<file path="src/design/bitmap_slot_allocator_top_macros.svh">
// assertion macros for the bitmap slot allocator
// used by bitmap_slot_allocator_top only; no other dependencies
`ifndef BITMAP_SLOT_ALLOCATOR_TOP_MACROS_SVH
`define BITMAP_SLOT_ALLOCATOR_TOP_MACROS_SVH

// same-cycle implication, skipped while reset is low
`define BSA_ASSERT_IMPL(lbl, clk, rstn, ante, cons) \
    lbl: assert property (@(posedge clk) disable iff (!(rstn)) (ante) |-> (cons)) \
        else $error("bsa assertion failed");

// next-cycle implication, skipped while reset is low
`define BSA_ASSERT_NEXT(lbl, clk, rstn, ante, cons) \
    lbl: assert property (@(posedge clk) disable iff (!(rstn)) (ante) |=> (cons)) \
        else $error("bsa assertion failed");

`endif

</file>
<file path="src/design/bsa_pkg.sv">
// shared types, request codes and helpers for the bitmap slot allocator
// no dependencies
package bsa_pkg;

    localparam int BSA_MAP_BYTES = 16;

    localparam logic [7:0] BYTE_FULL  = 8'hFF;
    localparam logic [7:0] BYTE_EMPTY = 8'h00;

    localparam logic [2:0] REQ_WRITE     = 3'd0;
    localparam logic [2:0] REQ_CLEAR     = 3'd1;
    localparam logic [2:0] REQ_READ      = 3'd2;
    localparam logic [2:0] REQ_FIND      = 3'd3;
    localparam logic [2:0] REQ_FULL      = 3'd4;
    localparam logic [2:0] REQ_CLEAR_ALL = 3'd5;

    typedef struct packed {
        logic [2:0] req_type;
        logic [6:0] slot_index;
        logic       set_value;
    } t_in;

    typedef struct packed {
        logic       bit_value;
        logic [6:0] free_index;
        logic       found;
        logic       all_taken;
    } t_out;

    // position of the lowest clear bit; only meaningful when the byte is not full
    function automatic logic [2:0] first_zero(input logic [7:0] b);
        logic [2:0] pos;
        pos = 3'd0;
        for (int k = 7; k >= 0; k--) begin
            if (!b[k]) begin
                pos = 3'(k);
            end
        end
        return pos;
    endfunction

endpackage

</file>
<file path="src/design/bitmap_slot_allocator_top.sv">
// Bitmap slot allocator, top level. Requests come in on the in channel (valid/ready,
// payload t_in) and one result beat per request leaves on the out channel (t_out).
// Request kinds: write bit, clear bit, read bit, find lowest free slot from the hint
// byte upward, full query, clear all. A find that succeeds moves the hint to the slot
// it reports; it never marks the slot as used.
// One request is in work at a time. What each request does before its result beat:
//   write, clear: one read-modify-write of the byte; read: one read of the byte
//   find: a scan of bytes from the hint byte; full query: a scan of bytes from byte 0
//   clear all: a sweep of every byte; unused codes and out-of-range slots: no access
// Scans use the one read port and sweeps the one write port, one byte per cycle.
// After reset a clearing sweep writes every byte to zero, and in_ready stays low
// until it is done. The output register lets the sequencer start the next request
// while a result beat waits; a stalled receiver holds the sequencer only when it
// has a second result ready.
// depends on bsa_pkg, bsa_ctrl, bsa_mem and bitmap_slot_allocator_top_macros.svh
`include "bitmap_slot_allocator_top_macros.svh"

module bitmap_slot_allocator_top
    import bsa_pkg::*;
#(
    parameter int MAP_BYTES = BSA_MAP_BYTES
) (
    input  logic i_clk,
    input  logic i_rst_n,
    input  logic i_in_valid,
    output logic o_in_ready,
    input  t_in  i_in,
    output logic o_out_valid,
    input  logic i_out_ready,
    output t_out o_out
);

    logic w_res_valid;
    logic w_res_ready;
    t_out w_res;
    logic r_out_valid;
    t_out r_out;

    bsa_ctrl #(
        .MAP_BYTES(MAP_BYTES)
    ) u_ctrl (
        .i_clk      (i_clk),
        .i_rst_n    (i_rst_n),
        .i_req_valid(i_in_valid),
        .o_req_ready(o_in_ready),
        .i_req      (i_in),
        .o_res_valid(w_res_valid),
        .i_res_ready(w_res_ready),
        .o_res      (w_res)
    );

    assign w_res_ready = !r_out_valid || i_out_ready;

    always_ff @(posedge i_clk) begin
        if (!i_rst_n) begin
            r_out_valid <= 1'b0;
        end else if (w_res_ready) begin
            r_out_valid <= w_res_valid;
        end
    end

    always_ff @(posedge i_clk) begin
        if (w_res_valid && w_res_ready) begin
            r_out <= w_res;
        end
    end

    assign o_out_valid = r_out_valid;
    assign o_out       = r_out;

    // a found slot never comes with a read bit or a full flag
    `BSA_ASSERT_IMPL(a_found_alone, i_clk, i_rst_n, o_out_valid && o_out.found, !o_out.all_taken && !o_out.bit_value)
    // a result handed over always shows up on the out channel
    `BSA_ASSERT_NEXT(a_res_loaded, i_clk, i_rst_n, w_res_valid && w_res_ready, o_out_valid)
    // the sequencer leaves idle after every accepted beat
    `BSA_ASSERT_NEXT(a_busy_after_accept, i_clk, i_rst_n, i_in_valid && o_in_ready, !o_in_ready)

endmodule

</file>
<file path="src/design/bsa_mem.sv">
// byte-wide bitmap storage: one write port, one read port, registered read data
// depends on nothing but its parameters
module bsa_mem #(
    parameter int DEPTH = 16,
    parameter int AW    = 4
) (
    input  logic          i_clk,
    input  logic          i_we,
    input  logic [AW-1:0] i_waddr,
    input  logic [7:0]    i_wdata,
    input  logic          i_re,
    input  logic [AW-1:0] i_raddr,
    output logic [7:0]    o_rdata
);

    logic [7:0] r_mem [DEPTH];
    logic [7:0] r_rdata;

    always_ff @(posedge i_clk) begin
        if (i_we) begin
            r_mem[i_waddr] <= i_wdata;
        end
    end

    always_ff @(posedge i_clk) begin
        if (i_re) begin
            r_rdata <= r_mem[i_raddr];
        end
    end

    assign o_rdata = r_rdata;

endmodule

</file>
<file path="src/design/bsa_ctrl.sv">
// request sequencer: read-modify-write, byte scans and clearing sweeps over bsa_mem
// depends on bsa_pkg and bsa_mem
module bsa_ctrl
    import bsa_pkg::*;
#(
    parameter int MAP_BYTES = BSA_MAP_BYTES
) (
    input  logic i_clk,
    input  logic i_rst_n,
    input  logic i_req_valid,
    output logic o_req_ready,
    input  t_in  i_req,
    output logic o_res_valid,
    input  logic i_res_ready,
    output t_out o_res
);

    localparam int AW = (MAP_BYTES > 1) ? $clog2(MAP_BYTES) : 1;
    localparam int CW = $clog2(MAP_BYTES + 1);

    typedef enum logic [5:0] {
        ST_INIT = 6'b000001,
        ST_IDLE = 6'b000010,
        ST_RMW  = 6'b000100,
        ST_SCAN = 6'b001000,
        ST_CLR  = 6'b010000,
        ST_DONE = 6'b100000
    } t_state;

    t_state        r_state, n_state;
    logic [CW-1:0] r_scan,  n_scan;
    logic [6:0]    r_hint,  n_hint;
    t_in           r_req,   n_req;
    t_out          r_res,   n_res;

    logic          w_we;
    logic [AW-1:0] w_waddr;
    logic [7:0]    w_wdata;
    logic          w_re;
    logic [AW-1:0] w_raddr;
    logic [7:0]    w_rdata;

    logic          w_slot_ok;
    logic          w_hint_ok;
    logic          w_last;
    logic [CW-1:0] w_scan_inc;
    logic [7:0]    w_mask;
    logic [6:0]    w_free;

    bsa_mem #(
        .DEPTH(MAP_BYTES),
        .AW   (AW)
    ) u_mem (
        .i_clk  (i_clk),
        .i_we   (w_we),
        .i_waddr(w_waddr),
        .i_wdata(w_wdata),
        .i_re   (w_re),
        .i_raddr(w_raddr),
        .o_rdata(w_rdata)
    );

    assign w_slot_ok  = 32'(i_req.slot_index[6:3]) < 32'(MAP_BYTES);
    assign w_hint_ok  = 32'(r_hint[6:3]) < 32'(MAP_BYTES);
    assign w_last     = (r_scan == CW'(MAP_BYTES - 1));
    assign w_scan_inc = r_scan + CW'(1);
    assign w_mask     = 8'(1) << r_req.slot_index[2:0];
    // slot number wraps to 7 bits on maps wider than 16 bytes
    assign w_free     = {4'(r_scan), first_zero(w_rdata)};

    always_comb begin
        n_state = r_state;
        n_scan  = r_scan;
        n_hint  = r_hint;
        n_req   = r_req;
        n_res   = r_res;
        w_we    = 1'b0;
        w_waddr = r_scan[AW-1:0];
        w_wdata = BYTE_EMPTY;
        w_re    = 1'b0;
        w_raddr = AW'(i_req.slot_index[6:3]);
        o_req_ready = 1'b0;
        o_res_valid = 1'b0;

        case (r_state)
            ST_IDLE: begin
                o_req_ready = 1'b1;
                if (i_req_valid) begin
                    n_req = i_req;
                    n_res = '0;
                    case (i_req.req_type)
                        REQ_WRITE, REQ_CLEAR, REQ_READ: begin
                            if (w_slot_ok) begin
                                w_re    = 1'b1;
                                n_state = ST_RMW;
                            end else begin
                                n_state = ST_DONE;
                            end
                        end
                        REQ_FIND: begin
                            if (w_hint_ok) begin
                                w_re    = 1'b1;
                                w_raddr = AW'(r_hint[6:3]);
                                n_scan  = CW'(r_hint[6:3]);
                                n_state = ST_SCAN;
                            end else begin
                                n_state = ST_DONE;
                            end
                        end
                        REQ_FULL: begin
                            w_re    = 1'b1;
                            w_raddr = '0;
                            n_scan  = '0;
                            n_state = ST_SCAN;
                        end
                        REQ_CLEAR_ALL: begin
                            n_scan  = '0;
                            n_state = ST_CLR;
                        end
                        default: begin
                            n_state = ST_DONE;
                        end
                    endcase
                end
            end
            ST_RMW: begin
                // the byte was read last cycle; no other access can touch it meanwhile
                w_waddr = AW'(r_req.slot_index[6:3]);
                if (r_req.req_type == REQ_READ) begin
                    n_res.bit_value = w_rdata[r_req.slot_index[2:0]];
                end else begin
                    w_we = 1'b1;
                    if (r_req.req_type == REQ_WRITE && r_req.set_value) begin
                        w_wdata = w_rdata | w_mask;
                    end else begin
                        w_wdata = w_rdata & ~w_mask;
                    end
                end
                n_state = ST_DONE;
            end
            ST_SCAN: begin
                if (w_rdata != BYTE_FULL) begin
                    if (r_req.req_type == REQ_FIND) begin
                        n_res.found      = 1'b1;
                        n_res.free_index = w_free;
                        n_hint           = w_free;
                    end
                    n_state = ST_DONE;
                end else if (w_last) begin
                    n_res.all_taken = (r_req.req_type == REQ_FULL);
                    n_state         = ST_DONE;
                end else begin
                    // next byte read overlaps the check of this one
                    w_re    = 1'b1;
                    w_raddr = w_scan_inc[AW-1:0];
                    n_scan  = w_scan_inc;
                end
            end
            ST_INIT, ST_CLR: begin
                w_we = 1'b1;
                if (w_last) begin
                    n_state = (r_state == ST_INIT) ? ST_IDLE : ST_DONE;
                end else begin
                    n_scan = w_scan_inc;
                end
            end
            ST_DONE: begin
                o_res_valid = 1'b1;
                if (i_res_ready) begin
                    n_state = ST_IDLE;
                end
            end
            default: begin
                n_state = ST_INIT;
                n_scan  = '0;
            end
        endcase
    end

    always_ff @(posedge i_clk) begin
        if (!i_rst_n) begin
            r_state <= ST_INIT;
            r_scan  <= '0;
            r_hint  <= '0;
        end else begin
            r_state <= n_state;
            r_scan  <= n_scan;
            r_hint  <= n_hint;
        end
    end

    always_ff @(posedge i_clk) begin
        r_req <= n_req;
        r_res <= n_res;
    end

    assign o_res = r_res;

endmodule
</file>
<file path="config.mk">
export PLATFORM = sky130hd
export DESIGN_NAME = bitmap_slot_allocator_top
export DESIGN_NICKNAME = d
export VERILOG_FILES = /design/src/design/bsa_pkg.sv /design/src/design/bitmap_slot_allocator_top.sv /design/src/design/bsa_mem.sv /design/src/design/bsa_ctrl.sv
export VERILOG_INCLUDE_DIRS = /design/src /design/src/design
export SDC_FILE = /design/constraint.sdc
export NUM_CORES = 1
export LEC_CHECK = 0
export BUFFER_PORTS_ARGS = -buffer_cell sky130_fd_sc_hd__buf_2
export CAP_MARGIN = 15
export CORE_AREA = 3 3 118 131
export CTS_CLUSTER_SIZE = 28
export DETAILED_ROUTE_END_ITERATION = 16
export DIE_AREA = 0 0 121 134
export GPL_ROUTABILITY_DRIVEN = 0
export PLACE_DENSITY = 0.71
export SLEW_MARGIN = 20
export SYNTH_ARGS = -nofsm -noshare
export SYNTH_HDL_FRONTEND = slang
export SYNTH_SLANG_ARGS = --single-unit
</file>
<file path="constraint.sdc">
create_clock -name i_clk -period 6.3 [get_ports i_clk]
set_input_delay 1.89 -clock i_clk [delete_from_list [all_inputs] [get_ports i_clk]]
set_output_delay 1.89 -clock i_clk [all_outputs]
set_load 0.01 [all_outputs]
</file>
# Word level (Yosys, flattened, before mapping)
# Memory sizes are Yosys's and may differ from the RTL's. A register that Yosys moved wholly into a read port is not among the register bits.
# Index checks and enable logic that the tools add are counted.
[totals] regBits=50 ram_bits=128 input_bits=15 out_inout_bits=12 word_cells=121 n_memories=1
[memory_table] memory="u_ctrl.u_mem.r_mem" depth=16 word_bits=8 read_ports=1 rd_clocked_by_memory_dff=1 write_ports=1 line_no="bsa_mem.sv:16" text="logic [7:0] r_mem [DEPTH];"
[op_classes] n_addsub=1 order_cmp=1 eq_ne=26 shifts=1 muxes=51 bitwise_logic=4 n_reduce_logical=21
[ops] operator="$mux W8" n=5
[ops] operator="$mux W6" n=6
[ops] operator="$pmux W6 S5" n=1
[ops] operator="$mux W3" n=8
[ops] operator="$pmux W5 S4" n=1
[ops] operator="$pmux W6 S3" n=1
[ops] operator="$pmux W9 S2" n=1
[ops] operator="$mux W4" n=4
[ops] operator="$pmux W4 S2" n=2
[ops] operator="$reduce_and A4 Y1" n=4
[ops] operator="$mux W5" n=3
[ops] operator="$mux W1" n=13
[ops] operator="$eq A3 B2 Y1 const B" n=4
[ops] operator="$mux W10" n=1
[ops] operator="$ne A2 B1 Y1 const B" n=5
[ops] operator="$pmux W5 S2" n=1
[ops] operator="$eq A3 B3 Y1 const B" n=3
[ops] operator="$and A8 B8 Y8" n=1
[ops] operator="$ne A8 B8 Y1 const B" n=1
[ops] operator="$not A8 Y8" n=1
[ops] operator="$or A8 B8 Y8" n=1
[ops] operator="$reduce_or A2 Y1" n=4
[ops] operator="$shl A1 B3 Y8 const A" n=1
[ops] operator="$eq A6 B1 Y1 const B" n=1
[ops] operator="other kinds (24)" n=32

# Longest topological paths before layout
[depth] ltp_word=11 depth_mapped=11 ltp_nobuf=10

# Hierarchy
# Synthesis repeated with hierarchy kept, for this count alone.
[hier_totals] cells_unflattened=466 area_unflattened_um2=7738.7
[modules_own_cells] mod="bsa_mem" n_inst=1 cells_each=229 area_each_um2=5227.5 seq_area_each_um2=4083.9
[modules_own_cells] mod="bsa_ctrl" n_inst=1 cells_each=222 area_each_um2=2153.3 seq_area_each_um2=930.9
[modules_own_cells] mod="bitmap_slot_allocator_top" n_inst=1 cells_each=15 area_each_um2=357.8 seq_area_each_um2=320.3

# Worst setup path before layout
# No wires, ideal clock.
[synth_path] path_kind="in2reg" start="in i_in[10] in the netlist's numbering" end="reg u_ctrl.u_mem.r_rdata[0] (netlist: u_ctrl.u_mem.o_rdata[0]) (read register of u_ctrl.u_mem.r_mem) (data pin)" setup_time_ns=0.272 t_arrival_ns=3.730 required_time_ns=6.028 slack_ns=2.298 cell_stages=9 path_buffers=2 cell_sequence="and3b_1 > and4_1 > nand2_1 > o311ai_1 > buf_6 > buf_2 > mux2i_1 > o22ai_1 > or4_1"
[synth_between] elab_chain_cells=5 word_cells_on_any_way=12 classes_between="4 x eq/ne; 6 x mux; 2 x reduce/logical"
[synth_rtl] element="start, declared" line_no="bitmap_slot_allocator_top.sv:27" text="input t_in i_in,"
[synth_rtl] element="$eq A3 B1 Y1 (tied with other cells)" line_no="bsa_ctrl.sv:91" text="case (i_req.req_type)"
[synth_rtl] element="$reduce_or A5 Y1 (no source line)"
[synth_rtl] element="$mux W1"
[synth_rtl] element="$mux W1" line_no="bsa_ctrl.sv:88" text="if (i_req_valid) begin"
[synth_rtl] element="$pmux W1 S2" line_no="bsa_ctrl.sv:85" text="case (r_state)"
[synth_rtl] element="end, declared" line_no="bsa_mem.sv:17" text="logic [7:0] r_rdata;"
# Parallel ways exist; a longest one is shown, timed or not.
# A chain may end at the register's enable or synchronous reset.

# Worst setup path after layout
[layout_path] start="in i_in[10] in the netlist's numbering" end="reg u_ctrl.u_mem.r_rdata[1] (netlist: u_ctrl.u_mem.o_rdata[1]) (read register of u_ctrl.u_mem.r_mem) (data pin)"
# The elaborated chain is that of the path after synthesis.

==> results.md <==
- FP Rows: 46
- Setup Crit Path Kind: in -> reg
- Root buffer cell: clkbuf_16
- Hold Crit Class: reg -> reg
- Sink Count: 183
- Worst-margin pin slew: 1.11 ns
- Critical path arrival: 4.42 ns
- Sw Pwr: 0.000720 W
- WL/cell: 21.8 um
- RSZ-0062 raised after global routing: no
- Power Internal: 0.00209 W
- # DRC: 0
- Fin util: 60.0%
- Ys async rst share: 0%
- Chip height: 134 um
- Post-DP HPWL: 11200 um
- Crit share post-route: 67.6%
- Post-CTS resize count: 0
- CP top delay family: simple AND/OR/NAND/NOR gates
- Routed Antenna Nets: 0
- Power Density: 327 nW/um2
- Top Ports: 27
- Startpoint types: input port
- Antenna violations before repair: 1
- Starting density of the core: 54.1%
- Gr usage total: 21.5%
- Number of buffers and inverters on the critical path: 2
- Final Skew: 0.00967 ns
- Core area: 14300 um2
- Worst-Skew Late Latency: 0.43 ns
- H-tree depth: 4
- Crit. End Element: register
- Setup violations, final: 0
- Minimum clock period: 4.26 ns
- Area Growth Syn to Fin: 10.9%
- DIE WIDTH: 121 um
- Vias per cell: 6.03
- Post-CTS Repair Setup Buffers: 0
- TritonCTS clock tree: done
- Final Hold Fails: 0
- Yosys cell types: 52
- Yosys warning total: 0
- Worst-path fanout max: 64
- DR vias: 4571
- Critical path's largest stage delay: 0.56 ns
- Crit-path cells: buf_2, and3b_1, and4_1, nand2_1, o311ai_4, buf_12, mux2i_1, o22ai_1, or4_1
- F_max: 235 MHz
- Setup TNS: 0 ns
- Avg Cell Area, Syn: 14.7 um2
- Run status: complete, no violations
- Overflow after GRT: 0
- Drt first pass iters: 5
- Syn_nets: 544
- Cell area after synthesis: 7750 um2
- Logic pwr share: 11.5%
- Vias in the first global route: 4466
- Synth Flop Type: edfxtp_1
- Diode count: 0
- Cell count after synthesis: 526
- Peak supply drop: 0.216 mV
- Number of port buffers: 26
- Sequential Power Share: 53.1%
- Total Wirelength: 16500 um
- Clock transition at path regs: 0.06 ns
- Sequential element share of the synthesized area: 68.8%
- Maximum root-to-sink buffer count: 2
- CTS buffer count: 17
- Max Cap Viol: 0
- Global-route wire length before repair: 25600 um
- EDFF count, synth: 167
- Total die area: 16200 um2
- Sw frac: 25.6%
- DR iter-0 viols: 448
- Clock share of power: 35.4%
- Worst Path Required: 6.46 ns
- CP max stage cell: or4_1
- Hold_buf cts: 0
- Yosys reg bits: 183
- P_leak: 2.85 nW
- Fraction of layout instances using a drive strength above 1: 13.8%
- Rel. slew slack: 25.6%
- Nets: 571
- Slew Viols, Final: 0
- Largest net degree at the start of global routing: 65
-- flip-flops by register name (all words and copies together) (netlist names) --
name and cells:
u_ctrl.u_mem.o_rdata 8, o_out 10, u_ctrl.r_hint 4, u_ctrl.u_mem.r_mem 128, u_ctrl.r_scan 5, o_out_valid 1
u_ctrl.o_res 10, u_ctrl.r_state 6, u_ctrl.r_req 11
-- per-stage QoR --
step | power [W] | setup slack [ns] | std cells | area (um2) | hold WS [ns]
2_1_floorplan | 0.00174 | 2.30 | 526 | 7750 | 0.400
3_3_place_gp | 0.00183 | 1.67 | 726 | 8030 | 0.401
3_5_place_dp | 0.00184 | 1.63 | 726 | 8030 | 0.405
4_1_cts | 0.00282 | 2.09 | 758 | 8590 | 0.420
5_1_grt | 0.00291 | 1.95 | 758 | 8600 | 0.439
6_report | 0.00281 | 2.04 | 758 | 8600 | 0.418
-- area by class of cell --
type	count	area, um2
fillers	1097	5740
inverters	12	45.0
repair buffers	29	165
clock inverters	14	123
clock buffers	18	429
multi-input cells	310	2260
flip-flops and latches	183	5340
well taps	192	240
-- metal layers --
layer | vias up | wire, um | GRT usage (%)
li1 | 2106 | - | -
met1 | 2233 | 6720 | 27.3
met2 | 188 | 8100 | 34.9
met3 | 42 | 1170 | 5.36
met4 | 2 | 546 | 9.63
met5 | - | 13 | 0
-- cell families (layout without fill, tap and decap cells) --
group | Yosys count | after routing | synth area share (%)
buffers and inverters | 33 | 73 | 2.44
adder cells (fa/ha/maj) | 3 | 3 | 0.484
AO/OA/AOI/OAI | 78 | 78 | 6.76
AND/OR/NAND/NOR | 146 | 146 | 10.5
multiplexers | 78 | 78 | 10.4
XOR/XNOR | 5 | 5 | 0.565
flip-flops | 183 | 183 | 68.8
-- cells in the mapped netlist, drive strengths merged (8+ instances only) --
| master | instances | area [um2] |
|---|---|---|
| nor2 | 50 | 188 |
| edfxtp | 167 | 5010 |
| inv | 12 | 45.0 |
| nor3b | 8 | 60.1 |
| clkbuf | 8 | 30.0 |
| nand2 | 24 | 90.1 |
| dfxtp | 16 | 320 |
| buf | 13 | 114 |
| mux2i | 76 | 761 |
| a21oi | 14 | 70.1 |
| o22ai | 32 | 200 |
| o21ai | 10 | 50.0 |
| nand3 | 12 | 70.1 |
| or4 | 8 | 60.1 |
-- power groups by stage --
stage / combinational (W) / sequential (W) / clock (W)
6_report: 0.000324 / 0.00149 / 0.000994
3_5_place_dp: 0.000320 / 0.00152 / 0
3_3_place_gp: 0.000318 / 0.00151 / 0
2_1_floorplan: 0.000253 / 0.00149 / 0
5_1_grt: 0.000350 / 0.00150 / 0.00106
4_1_cts: 0.000323 / 0.00149 / 0.00101
-- final timing paths --
check | from | to | slack (ns) | cells after the start
max | i_in[10] | u_ctrl.u_mem.o_rdata[1]$_DFFE_PP_ | 2.04 | 9
min | u_ctrl.o_res[7]$_SDFFCE_PP0P_ | o_out[7]$_DFFE_PP_ | 0.42 | 0
max reg2reg | u_ctrl.r_scan[0]$_SDFFE_PN0P_ | u_ctrl.u_mem.o_rdata[6]$_DFFE_PP_ | 2.65 | 10
min reg2reg | u_ctrl.o_res[7]$_SDFFCE_PP0P_ | o_out[7]$_DFFE_PP_ | 0.42 | 0
-- placed cells by master, fill, tap and decap left out, types with 6 or more instances in the layout --
cell / n
a21oi_1: 14
buf_2: 26
clkbuf_16: 17
dfxtp_1: 16
edfxtp_1: 167
inv_1: 12
mux2i_1: 76
nand2_1: 24
nand3_1: 10
nor2_1: 45
nor2b_1: 6
nor3b_1: 8
o21ai_0: 9
o22ai_1: 32
or4_1: 8
Note: power is estimated with default switching activity, not from simulation.
